==> config.mk <==
export PLATFORM = sky130hd
export DESIGN_NAME = mac_learning_forwarding_table
export DESIGN_NICKNAME = d
export VERILOG_FILES = /design/src/rtl/mlft_pkg.sv /design/src/rtl/mlft_ctrl.sv /design/src/rtl/mlft_dp.sv /design/src/rtl/mac_learning_forwarding_table.sv
export SDC_FILE = /design/constraint.sdc
export NUM_CORES = 1
export LEC_CHECK = 0
export BUFFER_PORTS_ARGS = -buffer_cell sky130_fd_sc_hd__buf_2
export CORE_MARGIN = 1.5
export CORE_UTILIZATION = 35
export DETAILED_ROUTE_END_ITERATION = 12
export MAX_ROUTING_LAYER = met4
export PLACE_DENSITY_LB_ADDON = 0.1
export SLEW_MARGIN = 10
export SYNTH_ARGS = -nofsm -noshare
export SYNTH_HDL_FRONTEND = slang
export SYNTH_HIERARCHICAL = 1
export SYNTH_SLANG_ARGS = --single-unit
==> constraint.sdc <==
create_clock -name clock -period 5.1 [get_ports clock]
set_input_delay 0.51 -clock clock [delete_from_list [all_inputs] [get_ports clock]]
set_output_delay 0.51 -clock clock [all_outputs]
set_load 0.01 [all_outputs]
==> src/rtl/mlft_pkg.sv <==
package mlft_pkg;

   localparam int ENTRIES    = 16;
   localparam int IDX_W      = (ENTRIES > 1) ? $clog2(ENTRIES) : 1;
   localparam int CNT_W      = $clog2(ENTRIES + 1);
   localparam int MAC_W      = 48;
   localparam int PORT_W     = 3;
   localparam int AGE_W      = 9;
   localparam int SPAN_W     = 5;
   localparam int MASK_W     = 8;
   localparam int CMD_W      = 2;
   localparam int STATUS_W   = 2;
   localparam int CSR_DATA_W = 9;
   localparam int REQ_DATA_W = 56;
   localparam int RSP_DATA_W = 16;

   localparam logic [MASK_W-1:0] FLOOD_MASK      = 8'hFF;
   localparam logic [AGE_W-1:0]  AGE_LIMIT_RESET = AGE_W'(60 * 5);
   localparam logic [SPAN_W-1:0] SPAN_RESET      = SPAN_W'(ENTRIES);

   typedef enum logic [CMD_W-1:0] {
      CMD_LEARN  = 2'd0,
      CMD_LOOKUP = 2'd1,
      CMD_TICK   = 2'd2
   } cmd_type;

   typedef enum logic [STATUS_W-1:0] {
      LS_REFRESHED = 2'd0,
      LS_NEW_ENTRY = 2'd1,
      LS_FULL      = 2'd2,
      LS_NOT_LEARN = 2'd3
   } learn_status_type;

   typedef enum logic [0:0] {
      CSR_ENTRIES_IN_USE = 1'b0,
      CSR_AGE_LIMIT      = 1'b1
   } csr_idx_type;

   // controller -> datapath
   typedef struct packed {
      logic accept;
      logic step;
      logic rec_free;
      logic set_hit;
      logic wr_refresh;
      logic wr_age;
      logic wr_new;
      logic load_rsp;
   } ctrl_cmd_type;

   // datapath -> controller
   typedef struct packed {
      logic [CMD_W-1:0] cmd;
      logic             span_zero;
      logic             last;
      logic             entry_valid;
      logic             entry_match;
      logic             free_found;
      logic             rsp_busy;
   } dp_stat_type;

endpackage

==> src/rtl/mlft_ctrl.sv <==
module mlft_ctrl
   import mlft_pkg::*;
(
   input  logic         clock,
   input  logic         reset,
   input  logic         req_tvalid,
   output logic         req_tready,
   input  dp_stat_type  stat,
   output ctrl_cmd_type cmd
);

   typedef enum logic [3:0] {
      S_IDLE   = 4'b0001,
      S_SCAN   = 4'b0010,
      S_WRITE  = 4'b0100,
      S_FINISH = 4'b1000
   } state_type;

   state_type state_ff, state_in;

   always_ff @(posedge clock) begin
      if (reset) begin
         state_ff <= S_IDLE;
      end else begin
         state_ff <= state_in;
      end
   end

   assign req_tready = (state_ff == S_IDLE);

   always_comb begin
      state_in = state_ff;
      cmd      = '0;
      case (state_ff)
         S_IDLE: begin
            if (req_tvalid) begin
               cmd.accept = 1'b1;
               state_in   = S_SCAN;
            end
         end
         S_SCAN: begin
            if (stat.span_zero) begin
               state_in = S_FINISH;
            end else begin
               case (stat.cmd)
                  CMD_LEARN: begin
                     if (stat.entry_match) begin
                        cmd.set_hit    = 1'b1;
                        cmd.wr_refresh = 1'b1;
                        state_in       = S_FINISH;
                     end else begin
                        // remember the lowest free slot
                        if (!stat.entry_valid && !stat.free_found) begin
                           cmd.rec_free = 1'b1;
                        end
                        if (stat.last) begin
                           state_in = (stat.free_found || !stat.entry_valid) ?
                                      S_WRITE : S_FINISH;
                        end else begin
                           cmd.step = 1'b1;
                        end
                     end
                  end
                  CMD_LOOKUP: begin
                     if (stat.entry_match) begin
                        cmd.set_hit = 1'b1;
                        state_in    = S_FINISH;
                     end else if (stat.last) begin
                        state_in = S_FINISH;
                     end else begin
                        cmd.step = 1'b1;
                     end
                  end
                  CMD_TICK: begin
                     cmd.wr_age = stat.entry_valid;
                     if (stat.last) begin
                        state_in = S_FINISH;
                     end else begin
                        cmd.step = 1'b1;
                     end
                  end
                  default: begin
                     state_in = S_FINISH;
                  end
               endcase
            end
         end
         S_WRITE: begin
            cmd.wr_new = 1'b1;
            state_in   = S_FINISH;
         end
         S_FINISH: begin
            if (!stat.rsp_busy) begin
               cmd.load_rsp = 1'b1;
               state_in     = S_IDLE;
            end
         end
         default: begin
            state_in = S_IDLE;
         end
      endcase
   end

endmodule

==> src/rtl/mlft_dp.sv <==
module mlft_dp
   import mlft_pkg::*;
(
   input  logic                    clock,
   input  logic                    reset,
   input  ctrl_cmd_type            cmd,
   output dp_stat_type             stat,
   input  logic [CMD_W-1:0]        req_cmd,
   input  logic [MAC_W-1:0]        req_mac,
   input  logic [PORT_W-1:0]       req_port,
   input  logic                    csr_we,
   input  logic [0:0]              csr_index,
   input  logic [CSR_DATA_W-1:0]   csr_data,
   input  logic                    rsp_tready,
   output logic                    rsp_tvalid,
   output logic [MASK_W-1:0]       rsp_port_mask,
   output logic                    rsp_hit,
   output logic [STATUS_W-1:0]     rsp_learn_status
);

   // table
   logic                used_ff [ENTRIES];
   logic [MAC_W-1:0]    mac_ff  [ENTRIES];
   logic [PORT_W-1:0]   port_ff [ENTRIES];
   logic [AGE_W-1:0]    age_ff  [ENTRIES];

   // configuration
   logic [SPAN_W-1:0]   span_cfg_ff;
   logic [AGE_W-1:0]    age_limit_ff;

   // current item
   logic [CMD_W-1:0]    item_cmd_ff;
   logic [MAC_W-1:0]    item_mac_ff;
   logic [PORT_W-1:0]   item_port_ff;
   logic [IDX_W-1:0]    idx_ff;
   logic [IDX_W-1:0]    free_idx_ff;
   logic                free_found_ff;
   logic                hit_ff;
   logic                new_ff;
   logic [PORT_W-1:0]   hit_port_ff;

   // result register
   logic                rsp_valid_ff;
   logic [MASK_W-1:0]   rsp_mask_ff;
   logic                rsp_hit_ff;
   logic [STATUS_W-1:0] rsp_status_ff;

   logic [CNT_W-1:0]    span;
   logic                e_used;
   logic [MAC_W-1:0]    e_mac;
   logic [PORT_W-1:0]   e_port;
   logic [AGE_W-1:0]    e_age;
   logic [AGE_W-1:0]    age_dec;
   logic                e_valid;
   logic [MASK_W-1:0]   mask_in;
   logic [STATUS_W-1:0] status_in;

   always_comb begin
      if (int'(span_cfg_ff) > ENTRIES) begin
         span = CNT_W'(ENTRIES);
      end else begin
         span = CNT_W'(span_cfg_ff);
      end
   end

   assign e_used  = used_ff[idx_ff];
   assign e_mac   = mac_ff[idx_ff];
   assign e_port  = port_ff[idx_ff];
   assign e_age   = age_ff[idx_ff];
   assign age_dec = e_age - AGE_W'(1);
   assign e_valid = e_used && (e_age != '0);

   assign stat.cmd         = item_cmd_ff;
   assign stat.span_zero   = (span == '0);
   assign stat.last        = ((CNT_W'(idx_ff) + CNT_W'(1)) == span);
   assign stat.entry_valid = e_valid;
   assign stat.entry_match = e_valid && (e_mac == item_mac_ff);
   assign stat.free_found  = free_found_ff;
   assign stat.rsp_busy    = rsp_valid_ff && !rsp_tready;

   // configuration registers
   always_ff @(posedge clock) begin
      if (reset) begin
         span_cfg_ff  <= SPAN_RESET;
         age_limit_ff <= AGE_LIMIT_RESET;
      end else if (csr_we) begin
         case (csr_index)
            CSR_ENTRIES_IN_USE: span_cfg_ff  <= csr_data[SPAN_W-1:0];
            CSR_AGE_LIMIT:      age_limit_ff <= csr_data[AGE_W-1:0];
            default: ;
         endcase
      end
   end

   // valid bits: reset clears the whole table at once
   always_ff @(posedge clock) begin
      if (reset) begin
         for (int k = 0; k < ENTRIES; k++) begin
            used_ff[k] <= 1'b0;
         end
      end else if (cmd.wr_new) begin
         used_ff[free_idx_ff] <= 1'b1;
      end else if (cmd.wr_age && (age_dec == '0)) begin
         used_ff[idx_ff] <= 1'b0;
      end
   end

   // entry payload
   always_ff @(posedge clock) begin
      if (cmd.wr_new) begin
         mac_ff[free_idx_ff]  <= item_mac_ff;
         port_ff[free_idx_ff] <= item_port_ff;
         age_ff[free_idx_ff]  <= age_limit_ff;
      end else if (cmd.wr_refresh) begin
         port_ff[idx_ff] <= item_port_ff;
         age_ff[idx_ff]  <= age_limit_ff;
      end else if (cmd.wr_age) begin
         age_ff[idx_ff] <= age_dec;
      end
   end

   // scan bookkeeping
   always_ff @(posedge clock) begin
      if (reset) begin
         idx_ff        <= '0;
         free_found_ff <= 1'b0;
         hit_ff        <= 1'b0;
         new_ff        <= 1'b0;
         item_cmd_ff   <= CMD_TICK;
      end else if (cmd.accept) begin
         idx_ff        <= '0;
         free_found_ff <= 1'b0;
         hit_ff        <= 1'b0;
         new_ff        <= 1'b0;
         item_cmd_ff   <= req_cmd;
      end else begin
         if (cmd.step) begin
            idx_ff <= idx_ff + IDX_W'(1);
         end
         if (cmd.rec_free) begin
            free_found_ff <= 1'b1;
         end
         if (cmd.set_hit) begin
            hit_ff <= 1'b1;
         end
         if (cmd.wr_new) begin
            new_ff <= 1'b1;
         end
      end
   end

   always_ff @(posedge clock) begin
      if (cmd.accept) begin
         item_mac_ff  <= req_mac;
         item_port_ff <= req_port;
      end
      if (cmd.rec_free) begin
         free_idx_ff <= idx_ff;
      end
      if (cmd.set_hit) begin
         hit_port_ff <= e_port;
      end
   end

   // result formatting
   always_comb begin
      mask_in   = '0;
      status_in = LS_NOT_LEARN;
      case (item_cmd_ff)
         CMD_LEARN: begin
            if (hit_ff) begin
               status_in = LS_REFRESHED;
            end else if (new_ff) begin
               status_in = LS_NEW_ENTRY;
            end else begin
               status_in = LS_FULL;
            end
         end
         CMD_LOOKUP: begin
            mask_in = hit_ff ? (MASK_W'(1) << hit_port_ff) : FLOOD_MASK;
         end
         default: ;
      endcase
   end

   always_ff @(posedge clock) begin
      if (reset) begin
         rsp_valid_ff <= 1'b0;
      end else if (cmd.load_rsp) begin
         rsp_valid_ff <= 1'b1;
      end else if (rsp_tready) begin
         rsp_valid_ff <= 1'b0;
      end
   end

   always_ff @(posedge clock) begin
      if (cmd.load_rsp) begin
         rsp_mask_ff   <= mask_in;
         rsp_hit_ff    <= hit_ff;
         rsp_status_ff <= status_in;
      end
   end

   assign rsp_tvalid       = rsp_valid_ff;
   assign rsp_port_mask    = rsp_mask_ff;
   assign rsp_hit          = rsp_hit_ff;
   assign rsp_learn_status = rsp_status_ff;

endmodule

==> src/rtl/mac_learning_forwarding_table.sv <==
// Flow: an accepted request word walks the entries, one per cycle over the span set by
//   entries_in_use; a match (learn or lookup), a span of zero or the unused command ends
//   the walk early. A learn that allocates then writes the new entry. The result loads
//   once any pending response is taken, and only then is the next word accepted.
// Reset (synchronous, active high): all entries free, entries_in_use = 16,
//   age_limit = 300, no response pending. No clearing pass is needed.
module mac_learning_forwarding_table
   import mlft_pkg::*;
(
   input  logic                    clock,
   input  logic                    reset,
   // request stream
   input  logic                    req_tvalid,
   output logic                    req_tready,
   input  logic [REQ_DATA_W-1:0]   req_tdata,   // [47:0] mac, [50:48] port, rest zero
   input  logic [CMD_W-1:0]        req_tuser,   // [1:0] cmd
   // response stream
   output logic                    rsp_tvalid,
   input  logic                    rsp_tready,
   output logic [RSP_DATA_W-1:0]   rsp_tdata,   // [7:0] port_mask, [8] hit,
                                                // [10:9] learn_status, rest zero
   // register write channel
   input  logic                    csr_valid,
   output logic                    csr_ready,
   input  logic [0:0]              csr_index,
   input  logic [CSR_DATA_W-1:0]   csr_data
);

   ctrl_cmd_type        cmd;
   dp_stat_type         stat;
   logic [MASK_W-1:0]   rsp_port_mask;
   logic                rsp_hit;
   logic [STATUS_W-1:0] rsp_learn_status;

   // registers are always writable; software writes only while the table is idle (the block does not enforce it)
   assign csr_ready = 1'b1;

   // sequencer: walks the entries one per cycle and issues table writes
   mlft_ctrl u_ctrl (
      .clock      (clock),
      .reset      (reset),
      .req_tvalid (req_tvalid),
      .req_tready (req_tready),
      .stat       (stat),
      .cmd        (cmd)
   );

   // table storage, compare, config registers and response register
   mlft_dp u_dp (
      .clock            (clock),
      .reset            (reset),
      .cmd              (cmd),
      .stat             (stat),
      .req_cmd          (req_tuser),
      .req_mac          (req_tdata[MAC_W-1:0]),
      .req_port         (req_tdata[MAC_W +: PORT_W]),
      .csr_we           (csr_valid),
      .csr_index        (csr_index),
      .csr_data         (csr_data),
      .rsp_tready       (rsp_tready),
      .rsp_tvalid       (rsp_tvalid),
      .rsp_port_mask    (rsp_port_mask),
      .rsp_hit          (rsp_hit),
      .rsp_learn_status (rsp_learn_status)
   );

   // pack the response word, padding to whole bytes
   assign rsp_tdata = {(RSP_DATA_W - MASK_W - 1 - STATUS_W)'(0),
                       rsp_learn_status, rsp_hit, rsp_port_mask};

endmodule

# --- Word-level counts from Yosys, hierarchy flattened ---
# Memory sizes are Yosys's and may differ from the RTL's. A register that Yosys moved wholly into a read port is not among the register bits.
# Index checks and enable logic that the tools add are counted.
word_totals:
  register_bits: 94
  latchBits: 0
  ramBits: 976
  romBits: 0
  input_bits: 73
  output_inout_bits: 19
  word_cells: 129
  memories: 4
memory_table:
  columns: ["name", "depth", "word_bits", "rd", "rd_ports_with_merged_regs", "write_ports", "line_no", "source"]
  rows:
  - ["u_dp.mac_ff", 16, 48, 1, 1, 1, "mlft_dp.sv:23", "logic [MAC_W-1:0] mac_ff [ENTRIES];"]
  - ["u_dp.age_ff", 16, 9, 1, 1, 1, "mlft_dp.sv:25", "logic [AGE_W-1:0] age_ff [ENTRIES];"]
  - ["u_dp.port_ff", 16, 3, 1, 1, 1, "mlft_dp.sv:24", "logic [PORT_W-1:0] port_ff [ENTRIES];"]
  - ["u_dp.used_ff", 16, 1, 1, 1, 16, "mlft_dp.sv:22", "logic used_ff [ENTRIES];"]
classes:
  n_addsub: 3
  multipliers: 0
  div: 0
  order_cmp: 1
  eq_ne: 11
  n_shift: 1
  muxes: 70
  bitwise: 2
  n_reduce_logical: 22
ops:
  columns: ["cell", "count"]
  rows:
  - ["2-to-1 mux 4 bit", 18]
  - ["== test 48 bit", 1]
  - ["2-to-1 mux 1 bit", 37]
  - ["2-to-1 mux 9 bit", 2]
  - ["case mux 4 bit (4 select lines)", 1]
  - ["2-to-1 mux 5 bit", 3]
  - ["case mux 4 bit (3 select lines)", 1]
  - ["logical NOT 9 bit", 1]
  - ["nonzero test 9 bit", 1]
  - ["OR reduction 9 bit", 1]
  - ["subtractor 9 x 1 -> 9 bit (second input constant)", 1]
  - ["2-to-1 mux 2 bit", 4]
  - ["2-to-1 mux 8 bit", 1]
  - ["left shift 1 x 3 -> 8 bit (first input constant)", 1]
  - ["adder 4 x 1 -> 5 bit (second input constant)", 1]
  - ["== test 5 bit", 1]
  - ["greater-than comparator 5 bit (second input constant)", 1]
  - ["logical AND 1 bit", 5]
  - ["logical NOT 5 bit", 1]
  - ["!= test 5 bit (second input constant)", 1]
  - ["adder 4 x 1 -> 4 bit (second input constant)", 1]
  - ["== test 4 x 1 -> 1 bit (second input constant)", 1]
  - ["== test 4 x 2 -> 1 bit (second input constant)", 1]
  - ["== test 4 x 3 -> 1 bit (second input constant)", 1]
  - ["other kinds (18)", 23]

# --- Depth between registers and ports, before layout ---
logic_depth:
  depth_word: 16
  ltp_mapped: 20
  depth_no_buf: 17

# --- Modules after synthesis ---
# Netlist, hierarchy kept.
modules_own_cells:
  columns: ["mod", "instances", "cells_per_inst", "area_each_um2"]
  rows:
  - ["mlft_dp", 1, 1905, 41611.2]
  - ["mlft_ctrl", 1, 58, 404.1]
  - ["mac_learning_forwarding_table", 1, 9, 60.1]

# --- Worst setup path before layout ---
# OpenSTA, ideal clock, no wires.
synth_timing:
  path_kind: "register -> register"
  from: "register with a tool-made name"
  to: "memory u_dp.age_ff[0][6], data pin"
  t_arrival_ps: 4439
  required_time_ps: 4809
  slack_ps: 370
  path_stages_with_launch: 17
  path_buffers: 7
  path_cell_list: "dfxtp_1 -> buf_4 -> buf_4 -> buf_2 -> buf_2 -> clkbuf_1 -> clkbuf_1 -> mux4_2 -> mux4_2 -> nor2b_1 -> and4_1 -> nand2b_1 -> nor3_1 -> nor3b_1 -> clkbuf_1 -> nor2_1 -> a21oi_1"
synth_rtl:
  columns: ["element", "line_no"]
  rows:
  - ["to (decl)", "mlft_dp.sv:25"]

==> run summary <==
status - finished clean
vias in the first global route - 21,700
Final Setup Violations - 0
Avg Cell Area, Syn - 21.3 sq um
Hold Crit Class - input pin to flop
Max Clock Freq - 201 MHz
initial antenna violation count - 0
layout cells sized above 1 - 33.3%
cell leakage power - 15.6 nW
Placed Area - 45,800 sq um
post-DR wirelength/cell - 26.0 microns
Layout area overhead - 20.0%
most used cell, CP - buf_4
YS warnings - 6
via count - 20,600
1st-iter DRT viols - 1,556
Power Total - 19.0 mW
worst rel slew slack - 32.6%
final std cell area, no fill - 50,500 sq um
Die Ht - 350 microns
clk_lat worst skew - 690 ps
DRC - 0
H-tree Lvls - 3
synth unique cells - 64
Top Ports - 92
pin count of the biggest net entering global routing - 50
Worst setup EP type - flop
MaxCap Viol Count - 0
Final Cycle Share - 97.5%
most instantiated cells after synthesis - edfxtp_1 (1,045), mux4_2 (289), nor2_1 (132), xnor2_1 (58), clkbuf_1 (52)
cts bufs inserted - 115
Final min period - 4970 ps
first-pass GRT wire length - 151,000 microns
die width - 350 microns
Most used DFF post-synth - edfxtp_1
DRT Wirelength - 104,000 microns
Die Area - 122,000 sq um
Crit path largest cell delay - 520 ps
leading cell type by number of instances after synthesis - edfxtp_1
Worst Path Max Fanout - 14
CTS tree - yes
Post-synth EDFFs - 1,045
I/O Buffers - 80
Worst-Margin Slew - 1010 ps
crit-path cells - buf_12 -> bufbuf_16 -> mux4_2 -> mux4_2 -> xnor2_1 -> nand4_1 -> buf_4 -> nor4_4 -> buf_4 -> and4_4 -> nand2b_1 -> nor3_2 -> buf_4 -> nor2b_1 -> buf_4 -> a31oi_1 -> nor2_1
GRT Overall Usage - 17.7%
post-synthesis register bit count - 1,077
share of the synthesized area in the top cell type - 74.6%
Final Hold Fails - 0
clk sink count - 1,077
non-filler cells, final - 4,002
floorplan row count - 127
final core utilization - 42.2%
sequential share of the synthesized area - 76.1%
total grt overflow - 0
post-DP HPWL - 57,100 microns
Initial DRT Pass Iterations - 5
CTS clk-pin slew, worst paths - 60 ps
number of nets still failing antenna checks after routing - 0
Synth Cell Area - 42,100 sq um
PwrDens - 377 nW/um^2
Clock Tree Buf Depth - 3
hold slack - 44.5 ps
peak supply drop - 0.310 mV
Placed Cells - 3,722
Synth area leader - edfxtp_1
Initial Utilization - 35.2%
Root Driver - clkbuf_16
top post-synthesis cells by area - edfxtp_1 (75%), mux4_2 (15%), dfxtp_1 (1.5%)
Slew Limit Fails - 0
Worst path slowest cell - mux4_2
Final #Nets - 2,366
asr flop ratio synth - 0%
Critical Path Start Type - flop
Mapped Cells - 1,972
RSZ-0062 raised after global routing - yes
drt via density - 5.15
WS Path Type - flop to flop
GPL Wtd Cong - 0.752
Final Skew - 26.0 ps
ANT cells - 0
core area - 120,000 sq um
Arr. time, crit path - 5330 ps
FILL cells - 10,400
Critical Path RT - 5460 ps
==> cell usage in the layout (no fill, tap or decap), drive strengths merged, types with 32 or more instances in the layout <==
master,n
clkinv,67
xnor2,58
edfxtp,1045
nor2,132
dfxtp,32
buf,261
a21oi,32
nand2,48
dlygate4sd3,40
mux4,292
clkbuf,137
==> final timing paths <==
path	endpoint	slack, ps	cells after the start	startpoint
setup reg to reg	u_dp/port_ff[2][2]$_DFFE_PP_	130	17	flop
setup / recovery	u_dp/port_ff[2][2]$_DFFE_PP_	130	17	flop
hold / removal	u_dp/item_mac_ff[29]$_DFFE_PP_	40	1	req_tdata[29]
hold reg to reg	u_dp/age_limit_ff[4]$_SDFFE_PP0P_	470	2	u_dp/age_limit_ff[4]$_SDFFE_PP0P_
==> timing repair <==
item,in CTS,in global routing
buffers inserted,4,15
setup endpoints to repair,304,348
hold buffers,39,1
endpoints found under the hold margin,39,1
gates cloned,3,1
resized for setup,33,32
pin swaps,3,8
==> report_power, final <==
group,internal [mW],switching [mW],leakage (nW)
Sequential,9.94,0.233,9.69
Clock,4.70,3.42,1.81
Combinational,0.368,0.367,4.12
==> state kept, by name, summed over array words and instances, names as in the netlist, 5 cells and up, named ones only <==
register and count:
u_dp/age_limit_ff 9, u_dp/port_ff 48, u_dp/rsp_port_mask 8, u_dp/used_ff 16
u_dp/mac_ff 768, u_dp/span_cfg_ff 5, u_dp/age_ff 144, u_dp/item_mac_ff 48
==> critical path, delay by kind of cell, from the launching register on <==
| kind | cells | cell delay [ps] |
|---|---|---|
| buffers and inverters | 6 | 1260 |
| muxes | 2 | 1020 |
| xor gates and xnor gates | 1 | 170 |
| and+or+nand+nor | 7 | 1490 |
| AOI/OAI and AO/OA | 1 | 290 |
| DFF | 1 | 390 |
==> metrics by stage <==
stage | setup TNS [ps] | setup slack [ps]
after global placement | -97700 | -674
after detailed placement | -86820 | -605
final | 0 | 127
after CTS | -1190 | -31.8
after floorplan | 0 | 370
after global routing | -646 | -64.0
==> kinds of logic after synthesis <==
group,count (synthesis),synth area share (%)
flip-flops,1077,76.1
multiplexers,306,16.0
AND/OR/NAND/NOR,299,3.41
buffers and inverters,123,1.44
AO/OA/AOI/OAI,101,1.67
XOR/XNOR,61,1.27
adder cells (fa/ha/maj),3,0.0892
other,2,0.0178
==> layout make-up <==
cell class              instances  area (sq um)  area share, %
repair buffers                304          2840           5.62
inverters                      16          62.6          0.124
clock inverters                80           682           1.35
flip-flops and latches       1077         32000           63.4
well taps                    1612          2020           4.00
clock buffers                 137          3000           5.95
multi-input cells             776          9850           19.5
==> metal layers <==
| layer | global-route usage, % | vias to the layer above | routed length (microns) |
|---|---|---|---|
| li1 | - | 8858 | - |
| met3 | 2.30 | 136 | 3250 |
| met2 | 28.2 | 403 | 51100 |
| met4 | 4.13 | 0 | 2070 |
| met1 | 24.4 | 11200 | 47500 |
| met5 | - | - | 0 |
(Power assumes the default switching activity.)
